### src/amdfs_pkg.sv
package amdfs_pkg;

    // Widths of the item fields and of the configuration registers.
    localparam int VERTEX_W    = 5;
    localparam int COUNT_W     = 6;
    localparam int IN_TDATA_W  = 16;
    localparam int OUT_TDATA_W = 8;
    localparam int CFG_INDEX_W = 1;

    // Command carried in the input tuser.
    localparam logic CMD_EDGE  = 1'b0;
    localparam logic CMD_START = 1'b1;

    // Configuration register indexes.
    localparam logic [CFG_INDEX_W-1:0] CFG_VERTEX_COUNT = 1'b0;
    localparam logic [CFG_INDEX_W-1:0] CFG_DIRECTED     = 1'b1;

    // Reset values of the configuration registers.
    localparam logic [COUNT_W-1:0] VERTEX_COUNT_RST = 6'd1;
    localparam logic               DIRECTED_RST     = 1'b1;

endpackage

### src/amdfs_ram.sv
module amdfs_ram #(
    parameter int WIDTH = 32,
    parameter int DEPTH = 32
) (
    input  logic                     aclk,
    input  logic                     we,
    input  logic [$clog2(DEPTH)-1:0] waddr,
    input  logic [WIDTH-1:0]         wdata,
    input  logic [$clog2(DEPTH)-1:0] raddr,
    output logic [WIDTH-1:0]         rdata
);

    logic [WIDTH-1:0] mem [DEPTH];
    logic [WIDTH-1:0] rdata_reg;

    // One write port and one read port with registered read data.
    always_ff @(posedge aclk) begin
        if (we) begin
            mem[waddr] <= wdata;
        end
        rdata_reg <= mem[raddr];
    end

    assign rdata = rdata_reg;

endmodule

### src/amdfs_scan.sv
module amdfs_scan #(
    parameter int WIDTH = 32
) (
    input  logic [WIDTH-1:0]         cand,
    output logic                     found,
    output logic [$clog2(WIDTH)-1:0] index
);

    // Priority encoder: the lowest set candidate bit wins.
    always_comb begin
        found = 1'b0;
        index = '0;
        for (int i = WIDTH - 1; i >= 0; i--) begin
            if (cand[i]) begin
                found = 1'b1;
                index = ($clog2(WIDTH))'(i);
            end
        end
    end

endmodule

### src/adjacency_matrix_dfs_order.sv
// Depth-first walk over a graph kept as a bit adjacency matrix in a one-row-per-vertex
// RAM. An item with tuser at 0 writes one edge (and its mirror when the graph is set to
// undirected); it gives no result and keeps the block busy while each row is read,
// modified and written back through the RAM, the mirror row after the first.
// An item with tuser at 1 walks vertices 0 to vertex_count-1 and sends one item per
// vertex in visiting order, tuser marking the root of each tree and tlast the final one.
// A walk probes the roots in turn and reads the row of the vertex on top of the stack
// after each push and each pop that leaves a vertex on it, and the scan picks the lowest
// unvisited neighbour from the whole row at once. Results leave through a one-item
// pending stage and an output register, and the walk waits only when both are full.
// The matrix reads as empty after reset through per-row valid bits, so no clearing
// pass is needed.
module adjacency_matrix_dfs_order
    import amdfs_pkg::*;
#(
    parameter int MAX_VERTICES = 32
) (
    input  logic                   aclk,
    input  logic                   aresetn,
    // Configuration write port.
    input  logic                   cfg_we,
    input  logic [CFG_INDEX_W-1:0] cfg_index,
    input  logic [COUNT_W-1:0]     cfg_wdata,
    // Input items.
    input  logic                   s_tvalid,
    output logic                   s_tready,
    input  logic [IN_TDATA_W-1:0]  s_tdata,  // from_vertex[4:0], to_vertex[9:5], edge_present[10]
    input  logic                   s_tuser,  // cmd
    // Result items.
    output logic                   m_tvalid,
    input  logic                   m_tready,
    output logic [OUT_TDATA_W-1:0] m_tdata,  // visited_vertex[4:0]
    output logic                   m_tuser,  // new_tree
    output logic                   m_tlast
);

    localparam int VW = $clog2(MAX_VERTICES);
    localparam int CW = $clog2(MAX_VERTICES + 1);

    localparam logic [2:0] S_IDLE = 3'd0;
    localparam logic [2:0] S_E_RD = 3'd1;
    localparam logic [2:0] S_E_WR = 3'd2;
    localparam logic [2:0] S_ROOT = 3'd3;
    localparam logic [2:0] S_RD   = 3'd4;
    localparam logic [2:0] S_SCAN = 3'd5;
    localparam logic [2:0] S_END  = 3'd6;

    logic [2:0]             state_reg, state_next;
    logic [COUNT_W-1:0]     vertex_count_reg;
    logic                   directed_reg;

    logic [VERTEX_W-1:0]    ew_from_reg, ew_to_reg;
    logic                   ew_set_reg, ew_mirror_reg, ew_phase_reg;

    logic [MAX_VERTICES-1:0] row_valid_reg;
    logic                    rd_valid_reg;
    logic [MAX_VERTICES-1:0] visited_reg;
    logic [VW-1:0]           stack_reg [MAX_VERTICES];
    logic [CW-1:0]           depth_reg;
    logic [CW-1:0]           root_reg;

    logic                    pend_valid_reg;
    logic [VW-1:0]           pend_vertex_reg;
    logic                    pend_root_reg;

    logic                    m_valid_reg;
    logic [VERTEX_W-1:0]     m_vertex_reg;
    logic                    m_new_tree_reg;
    logic                    m_last_reg;

    logic                    in_acc;
    logic                    in_range;
    logic [CW-1:0]           count;
    logic [MAX_VERTICES-1:0] count_mask;
    logic [VW-1:0]           top_vertex;
    logic [VW-1:0]           ew_row, ew_bit;
    logic [VW-1:0]           ram_raddr;
    logic [MAX_VERTICES-1:0] ram_rdata, row_cur, row_new, cand;
    logic                    ram_we;
    logic                    found;
    logic [VW-1:0]           scan_idx;
    logic                    out_free, emit_ok;
    logic                    root_open, root_visit, nb_visit, pop, emit, end_push;
    logic [VW-1:0]           emit_vertex;

    assign s_tready = (state_reg == S_IDLE);
    assign in_acc   = s_tvalid && s_tready;
    assign in_range = (int'(s_tdata[4:0]) < MAX_VERTICES) && (int'(s_tdata[9:5]) < MAX_VERTICES);

    // Vertex count in use, saturated to the matrix size, and its column mask.
    always_comb begin
        if (int'(vertex_count_reg) > MAX_VERTICES) begin
            count = CW'(MAX_VERTICES);
        end else begin
            count = CW'(vertex_count_reg);
        end
        for (int j = 0; j < MAX_VERTICES; j++) begin
            count_mask[j] = (int'(count) > j);
        end
    end

    // Row and bit touched by the current pass of an edge write.
    assign ew_row = ew_phase_reg ? VW'(ew_to_reg) : VW'(ew_from_reg);
    assign ew_bit = ew_phase_reg ? VW'(ew_from_reg) : VW'(ew_to_reg);

    assign top_vertex = stack_reg[VW'(depth_reg - 1'b1)];
    assign ram_raddr  = (state_reg == S_E_RD || state_reg == S_E_WR) ? ew_row : top_vertex;
    assign ram_we     = (state_reg == S_E_WR);
    assign row_cur    = rd_valid_reg ? ram_rdata : '0;

    always_comb begin
        row_new         = row_cur;
        row_new[ew_bit] = ew_set_reg;
    end

    amdfs_ram #(
        .WIDTH (MAX_VERTICES),
        .DEPTH (MAX_VERTICES)
    ) u_matrix (
        .aclk  (aclk),
        .we    (ram_we),
        .waddr (ew_row),
        .wdata (row_new),
        .raddr (ram_raddr),
        .rdata (ram_rdata)
    );

    // Unvisited neighbours of the vertex on top of the stack.
    assign cand = row_cur & ~visited_reg & count_mask;

    amdfs_scan #(
        .WIDTH (MAX_VERTICES)
    ) u_scan (
        .cand  (cand),
        .found (found),
        .index (scan_idx)
    );

    // A new visit may be recorded when the pending slot can move on.
    assign out_free   = !m_valid_reg || m_tready;
    assign emit_ok    = !pend_valid_reg || out_free;
    assign root_open  = (state_reg == S_ROOT) && (root_reg != count);
    assign root_visit = root_open && !visited_reg[VW'(root_reg)] && emit_ok;
    assign nb_visit   = (state_reg == S_SCAN) && found && emit_ok;
    assign pop        = (state_reg == S_SCAN) && !found;
    assign emit       = root_visit || nb_visit;
    assign emit_vertex = root_visit ? VW'(root_reg) : scan_idx;
    assign end_push   = (state_reg == S_END) && pend_valid_reg && out_free;

    // Sequencer.
    always_comb begin
        state_next = state_reg;
        case (state_reg)
            S_IDLE: begin
                if (in_acc) begin
                    if (s_tuser == CMD_START) begin
                        state_next = S_ROOT;
                    end else if (in_range) begin
                        state_next = S_E_RD;
                    end
                end
            end
            S_E_RD: begin
                state_next = S_E_WR;
            end
            S_E_WR: begin
                state_next = (ew_mirror_reg && !ew_phase_reg) ? S_E_RD : S_IDLE;
            end
            S_ROOT: begin
                if (root_reg == count) begin
                    state_next = S_END;
                end else if (root_visit) begin
                    state_next = S_RD;
                end
            end
            S_RD: begin
                state_next = S_SCAN;
            end
            S_SCAN: begin
                if (nb_visit) begin
                    state_next = S_RD;
                end else if (pop) begin
                    state_next = (depth_reg == CW'(1)) ? S_ROOT : S_RD;
                end
            end
            S_END: begin
                if (!pend_valid_reg || out_free) begin
                    state_next = S_IDLE;
                end
            end
            default: begin
                state_next = S_IDLE;
            end
        endcase
    end

    // Control state.
    always_ff @(posedge aclk) begin
        if (!aresetn) begin
            state_reg        <= S_IDLE;
            vertex_count_reg <= VERTEX_COUNT_RST;
            directed_reg     <= DIRECTED_RST;
            row_valid_reg    <= '0;
            rd_valid_reg     <= 1'b0;
            visited_reg      <= '0;
            depth_reg        <= '0;
            root_reg         <= '0;
            pend_valid_reg   <= 1'b0;
            m_valid_reg      <= 1'b0;
            ew_phase_reg     <= 1'b0;
        end else begin
            state_reg    <= state_next;
            rd_valid_reg <= row_valid_reg[ram_raddr];

            if (cfg_we) begin
                case (cfg_index)
                    CFG_VERTEX_COUNT: vertex_count_reg <= cfg_wdata;
                    CFG_DIRECTED:     directed_reg     <= cfg_wdata[0];
                    default:          ;
                endcase
            end

            if (in_acc) begin
                ew_phase_reg <= 1'b0;
            end else if (state_reg == S_E_WR) begin
                ew_phase_reg <= 1'b1;
            end
            if (ram_we) begin
                row_valid_reg[ew_row] <= 1'b1;
            end

            // Start of a walk clears the marks and the stack.
            if (in_acc && s_tuser == CMD_START) begin
                visited_reg    <= '0;
                depth_reg      <= '0;
                root_reg       <= '0;
                pend_valid_reg <= 1'b0;
            end else begin
                if (root_open && (visited_reg[VW'(root_reg)] || emit_ok)) begin
                    root_reg <= root_reg + 1'b1;
                end
                if (emit) begin
                    visited_reg[emit_vertex] <= 1'b1;
                    pend_valid_reg           <= 1'b1;
                end else if (end_push) begin
                    pend_valid_reg <= 1'b0;
                end
                if (root_visit) begin
                    depth_reg <= CW'(1);
                end else if (nb_visit) begin
                    depth_reg <= depth_reg + 1'b1;
                end else if (pop) begin
                    depth_reg <= depth_reg - 1'b1;
                end
            end

            if ((emit && pend_valid_reg) || end_push) begin
                m_valid_reg <= 1'b1;
            end else if (m_tready) begin
                m_valid_reg <= 1'b0;
            end
        end
    end

    // Payload registers.
    always_ff @(posedge aclk) begin
        if (in_acc) begin
            ew_from_reg   <= s_tdata[4:0];
            ew_to_reg     <= s_tdata[9:5];
            ew_set_reg    <= s_tdata[10];
            ew_mirror_reg <= !directed_reg;
        end
        if (root_visit) begin
            stack_reg[0] <= VW'(root_reg);
        end else if (nb_visit) begin
            stack_reg[VW'(depth_reg)] <= scan_idx;
        end
        if (emit) begin
            pend_vertex_reg <= emit_vertex;
            pend_root_reg   <= root_visit;
        end
        if ((emit && pend_valid_reg) || end_push) begin
            m_vertex_reg   <= VERTEX_W'(pend_vertex_reg);
            m_new_tree_reg <= pend_root_reg;
            m_last_reg     <= (state_reg == S_END);
        end
    end

    assign m_tvalid = m_valid_reg;
    assign m_tdata  = OUT_TDATA_W'(m_vertex_reg);
    assign m_tuser  = m_new_tree_reg;
    assign m_tlast  = m_last_reg;

    // The stack never holds more vertices than are in use.
    a_depth_bound: assert property (@(posedge aclk) disable iff (!aresetn)
        depth_reg <= count)
        else $error("stack deeper than vertex count");

    // A neighbour pushed on the stack was not visited before.
    a_fresh_push: assert property (@(posedge aclk) disable iff (!aresetn)
        nb_visit |-> !visited_reg[scan_idx])
        else $error("visited vertex pushed again");

    // Row reads and scans only happen with a vertex on the stack.
    a_stack_live: assert property (@(posedge aclk) disable iff (!aresetn)
        (state_reg == S_RD || state_reg == S_SCAN) |-> depth_reg != '0)
        else $error("scan with empty stack");

    // Closing a walk with a pending visit puts out a final item.
    a_last_out: assert property (@(posedge aclk) disable iff (!aresetn)
        end_push |=> (m_tvalid && m_tlast))
        else $error("final visit not flagged");

endmodule
### config.mk
export PLATFORM = sky130hd
export DESIGN_NAME = adjacency_matrix_dfs_order
export DESIGN_NICKNAME = d
export VERILOG_FILES = /design/src/amdfs_pkg.sv /design/src/amdfs_ram.sv /design/src/amdfs_scan.sv /design/src/adjacency_matrix_dfs_order.sv
export SDC_FILE = /design/constraint.sdc
export NUM_CORES = 2
export LEC_CHECK = 0
export ABC_AREA = 0
export BUFFER_PORTS_ARGS = -buffer_cell sky130_fd_sc_hd__buf_2
export CORE_MARGIN = 2
export CORE_UTILIZATION = 55
export CTS_BUF_LIST = sky130_fd_sc_hd__clkbuf_4 sky130_fd_sc_hd__clkbuf_8
export DETAILED_ROUTE_END_ITERATION = 6
export PLACE_DENSITY = 0.71
export SYNTH_ARGS = -nofsm -noshare
export SYNTH_HDL_FRONTEND = slang
export SYNTH_SLANG_ARGS = --single-unit
### constraint.sdc
create_clock -name aclk -period 7.3 [get_ports aclk]
set_input_delay 1.46 -clock aclk [delete_from_list [all_inputs] [get_ports aclk]]
set_output_delay 1.46 -clock aclk [all_outputs]
set_load 0.01 [all_outputs]
Yosys cells after proc, flatten, opt, wreduce, memory -nomap -nowiden
Memories as Yosys holds them, arrays and structs flattened. A register that Yosys moved wholly into a read port is not among the register bits.
Cells that the tools add are included.
W data, S select, Z words.
- output and inout bits: 12
- memories: 2
- bits in registers: 115
- bits in writable memories: 1184
- bits of input ports: 29
- reductions and logical operators: 40
- bitwise gates (word level): 7
- multiplexer cells: 108
- magnitude comparators: 41
- add/sub/neg operators: 3
- eq/ne operators: 13
- memories (memory ; words ; width ; rd ports ; clocked after Yosys merged registers in ; wr ports ; RTL line ; text):
    u_matrix.mem ; 32 ; 32 ; 1 ; 1 ; 1 ; amdfs_ram.sv:13 ; logic [WIDTH-1:0] mem [DEPTH];
    stack_reg ; 32 ; 5 ; 1 ; 0 ; 1 ; adjacency_matrix_dfs_order.sv:58 ; logic [VW-1:0] stack_reg [MAX_VERTICES];
- operators with widths (kind ; count):
    $mux W5 ; 38
    $gt A6 B5 Y1 const B ; 16
    $and A32 B32 Y32 ; 2
    $or A32 B32 Y32 ; 2
    $mux W1 ; 51
    $gt A6 B4 Y1 const B ; 8
    $bwmux W32 ; 1
    $mux W32 ; 1
    $not A32 Y32 ; 1
    $lt A5 B6 Y1 const B ; 5
    $gt A6 B3 Y1 const B ; 4
    $mux W3 ; 7
    $pmux W3 S7 ; 1
    $mux W6 ; 3
    $logic_and A1 B1 Y1 ; 16
    $demux W1 S5 ; 3
    $ge A5 B1 Y1 const B ; 3
    $add A6 B1 Y6 const B ; 2
    $gt A6 B1 Y1 const B ; 2
    $gt A6 B2 Y1 const B ; 2
    $bmux W1 S5 ; 2
    $eq A3 B3 Y1 const B ; 3
    $eq A3 B2 Y1 const B ; 2
    $eq A6 B1 Y1 const B ; 1
    other kinds (21) ; 36

Depth between registers and ports, before layout
- depth in word-level cells: 43
- depth in mapped cells: 18
- gate-level depth less buffers: 11

Modules after synthesis
Synthesis repeated with hierarchy kept, for this count alone.
- cells, all modules: 3483
- area total of the unflattened synthesis: 53950.5 µm²
- modules (own cells, without submodules) (module ; instances ; seq. area each (µm²) ; area each (µm²) ; cells an instance):
    amdfs_ram ; 1 ; 31390.1 ; 40485.1 ; 2260
    adjacency_matrix_dfs_order ; 1 ; 7357.1 ; 13095.1 ; 1158
    amdfs_scan ; 1 ; 0.0 ; 370.4 ; 65

Worst setup path before layout
Ideal clock, no wire load.
- path kind: reg-to-reg
- start point: register vertex_count_reg[4]
- end point: memory stack_reg[0][2] in the netlist's numbering, data pin
- cell stages (with the launch flop): 12
- arrival: 4.220 ns
- setup time: 0.563 ns
- path slack: 2.517 ns
- clock period less this slack: 4.783 ns
- cells stage by stage: dfxtp_1 buf_6 clkbuf_1 inv_1 o21a_1 o32ai_1 nor4_1 nor4bb_1 buf_2 nand2b_1 buf_4 o41ai_1
- longest elaborated chain between the ends: 43
- RTL lines (item ; RTL line ; text):
    from (decl) ; adjacency_matrix_dfs_order.sv:49 ; logic [COUNT_W-1:0] vertex_count_reg;
    from (signal assigned) ; adjacency_matrix_dfs_order.sv:217 ; CFG_VERTEX_COUNT: vertex_count_reg <= cfg_wdata;
    $gt A6 B6 Y1 ; adjacency_matrix_dfs_order.sv:92 ; if (int'(vertex_count_reg) > MAX_VERTICES) begin
    $mux W6 (*) ; adjacency_matrix_dfs_order.sv:92 ;
    $gt A6 B5 Y1 ; adjacency_matrix_dfs_order.sv:98 ; count_mask[j] = (int'(count) > j);
    $and A32 B32 Y32 ; adjacency_matrix_dfs_order.sv:129 ; assign cand = row_cur & ~visited_reg & count_mask;
    $mux W1 (32 in series) ; amdfs_scan.sv:14 ; if (cand[i]) begin
    $logic_and A1 B1 Y1 (2 in series) ; adjacency_matrix_dfs_order.sv:144 ; assign nb_visit = (state_reg == S_SCAN) && found && emit_ok;
    $mux W1 ; adjacency_matrix_dfs_order.sv:275 ; end else if (nb_visit) begin
    $mux W1 ; adjacency_matrix_dfs_order.sv:273 ; if (root_visit) begin
    $mux W1 (implied by the code) ; adjacency_matrix_dfs_order.sv:276 ; stack_reg[VW'(depth_reg)] <= scan_idx;
    $reduce_or A5 Y1 (no line) ; - ;
    $mux W5 (no line) (*) ; - ;
    to (decl) ; adjacency_matrix_dfs_order.sv:58 ;
Every way passes the cells marked *; elsewhere a longest branch is shown, timed or not.

Worst setup path in the final report
- start point: register depth_reg[1]
- end point: register u_matrix.rdata_reg[20] (netlist: u_matrix.rdata[20]), read port of u_matrix.mem
- longest elaborated chain between the ends: 3
- RTL lines (item ; RTL line ; text):
    from (decl) ; adjacency_matrix_dfs_order.sv:59 ; logic [CW-1:0] depth_reg;
    from (signal assigned) ; adjacency_matrix_dfs_order.sv:251 ; depth_reg <= depth_reg + 1'b1;
    from (signal assigned) ; adjacency_matrix_dfs_order.sv:253 ; depth_reg <= depth_reg - 1'b1;
    $sub A6 B1 Y6 ; - ;
    $mem_v2 Z32 W5 ; - ;
    $mux W5 ; adjacency_matrix_dfs_order.sv:107 ; assign ram_raddr = (state_reg == S_E_RD || state_reg == S_E_WR) ? ew_row : top_vertex;
    to (decl) ; amdfs_ram.sv:14 ; logic [WIDTH-1:0] rdata_reg;
No other way between the ends.
A chain may end at the register's enable or synchronous reset.

==> reports/results.ini <==
[status]
status=completed

[hold_path]
hp-class=reg2reg

[timing]
max_freq_mhz=175
fin_skew_ns=0.0440
finalCritPeriodShare_pct=78.4
setup_violations=0
rsz0062_at_grt=false
holdWs_ns=0.421
tightestPinTransition_ns=1.39
fin_ws_ns=1.58
period_needed_ns=5.72
setup_tns_ns=0
slew_viol_final=0
finalHoldViolations=0
slew_headroom_pct=7.50

[pwr]
pwr-share-seq_pct=41.1
internal_power_mw=15.3
total_leakage_power_nw=21.4
p_switching_mw=7.39
ir_drop_mv=0.271
power_density_nw_per_um2=373
combPwrFrac_pct=30.9
switching_share_pct=32.5
power.share.clock_pct=28.0

[yosys]
syn_area_um2=54600
post_synth_num_cell_types=80
synthMuxAreaShare_pct=16.7
yosysWarnings=0
synth.avg_cell_area_um2=16.2
synth_seq_cells=1331
seq_area_frac_synth_pct=71.0
synth_fa_ha_area_share_pct=0.0917
synth_compound_area_share_pct=4.96
yosysTopAreaCell=edfxtp_1
synth_xor_area_share_pct=0.268
synth-simple-area-share_pct=4.87
synth_top_family_by_area=multiplexers
async_reset_ff_share_pct=0
synth_top_area_share_pct=66.5
yosysMostFrequentCell=edfxtp_1
synth_edf_count=1209
syn_inst=3367
synth_ff_type=edfxtp_1
synth_commonest_cells=edfxtp_1 (1209), mux2i_1 (751), nor2_1 (203)
synthTopCellsByArea=edfxtp_1 (66%), mux2i_1 (14%), dfxtp_1 (4.5%), mux4_2 (2.1%), nor2_1 (1.4%)

[layout]
largest_register_ffs=1024
area_growth_pct=11.7
layout.nets=3561
final_area_um2=61000
drive_gt1_share_pct=17.9
final_util_pct=62.0

[placement]
place_ws_ns=1.64
gp_congestion=0.959
io_buffers=32
placed_cell_area_um2=56700
place_hpwl_um=81500

[floorplan]
coreArea_um2=98400
io_pins=41
rows=115
die_h_um=319
die_x_um=319
start_util_pct=55.5
dieArea_um2=102000

[clocking]
numCtsBuffers=204
numClockSinks=1331
clk_pin_slew_ns=0.06
cts_tree=built
cts_resized=0
clock_latency_ns=0.90
post_cts_buffers=0
ctsLongestPathBuffers=3
cts_max_level=4
root_buffer=clkbuf_8
postCtsHoldBufs=0

[worst_setup_path]
r2r-end=u_matrix.rdata[20]
r2r-start=depth_reg[1]
startpoint=depth_reg[1]
crit_path_frequent_cell=buf_4
worst_setup_path_end_kind=flip-flop
ff2ff_setup_slack_ns=1.58
crit_path_cell_trace=inv_1 > ha_1 > buf_4 > buf_4 > mux4_2 > nand2_1 > a41oi_1 > a31oi_4 > buf_4 > buf_4 > mux2_2 > o2bb2ai_1 > nor4_1
cp-endpoint=u_matrix.rdata[20]
cp-start-kind=flip-flop
cp_max_fo=19
max_stage_delay_ns=1.10
cp.arrival_ns=6.49
cp_slowest_cell=a31oi_4
ff2ff_path_depth=13
criticalPathCategory=reg2reg
cp.required_ns=8.07

[grt]
antenna_found_initial=5
grt_pass1_wl_um=201000
grtUsageMet2_pct=42.6
grt_use_met1_pct=37.7
grt-busiest-layer=met2
grt_max_degree=69
overflow=0
grt_pass1_vias=30972
grt_usage_pct=27.1
use_met3_pct=5.28

[drt]
num_vias=31111
ant_nets=0
wirelength_um=138000
drc=0
wire_per_inst_um=27.7
via_per_inst=6.23
dr.pass1.iters=6
first_iter_violations=3699

[job]
max-cap-violations=0

-- how the worst min path moves through the flow --
stage / start / to / slack [ns] / cells past startpoint
6_report: pend_root_reg / m_tuser / 0.42 / 0
5_1_grt: pend_root_reg / m_tuser / 0.42 / 0
4_1_cts: pend_root_reg / m_tuser / 0.42 / 0
3_5_place_dp: pend_root_reg / m_tuser / 0.40 / 0
3_3_place_gp: pend_root_reg / m_tuser / 0.40 / 0
2_1_floorplan: pend_root_reg / m_tuser / 0.40 / 0
-- power groups by stage --
stage / clock network [mW] / registers, mW / logic, mW
2_1_floorplan: 0 / 9.35 / 5.15
3_3_place_gp: 0 / 9.48 / 6.78
3_5_place_dp: 0 / 9.49 / 6.94
4_1_cts: 6.46 / 9.33 / 6.97
5_1_grt: 6.80 / 9.34 / 7.46
6_report: 6.36 / 9.34 / 7.03
-- worst max-delay path, delay by kind of cell (launching register included) --
| kind | cells | cell delay (ns) |
|---|---|---|
| buf+inv | 5 | 1.65 |
| flops | 1 | 0.50 |
| simple gates | 2 | 0.32 |
| compound gates | 3 | 1.61 |
| mux | 2 | 0.67 |
| fa+ha+maj | 1 | 0.85 |
-- cell type report --
cell class	count	area (µm²)
Antenna cell	4	10.0
Clock buffer	284	3490
Clock inverter	95	796
Fill cell	7087	37400
Inverter	23	86.3
Multi-Input combinational cell	1825	15100
Sequential cell	1331	38700
Tap cell	1287	1610
Timing Repair Buffer	143	1160
-- cell families (layout without fill, tap and decap cells) --
kind of cell,count (synthesis),after routing
fa+ha+maj,4,4
buf+inv,213,545
simple gates,572,572
mux,840,840
other cells,1,7
flops,1331,1331
compound gates,391,391
xor+xnor,15,15
-- through the flow --
stage          power [mW]  cells
2_1_floorplan        14.5   3369
3_3_place_gp         16.3   4608
5_1_grt              23.6   4989
4_1_cts              22.8   4987
6_report             22.7   4992
3_5_place_dp         16.4   4608
-- cells in the final DEF, fill, tap and decap left out, types with 34 or more instances in the layout --
master    Yosys  final
a21oi_1      39     38
buf_4        78     97
clkbuf_4      0     67
clkbuf_8      0    217
clkinv_1      1     44
dfxtp_1     122    120
edfxtp_1   1209   1209
mux2_2       37     37
mux2i_1     751    750
mux4_2       52     52
nand2_1     169    165
nand3_1      35     34
nor2_1      203    168
nor2_4        0     34
nor4_1       44     44
o21ai_0      65     38
o22ai_1      99     99
-- routing by layer --
| layer | share of wire [%] | up-vias |
|---|---|---|
| li1 | - | 13592 |
| met1 | 42 | 15733 |
| met5 | 0.0087 | - |
| met3 | 8.4 | 319 |
| met2 | 47 | 1465 |
| met4 | 3.2 | 2 |
Note: power is estimated with default switching activity, not from simulation.
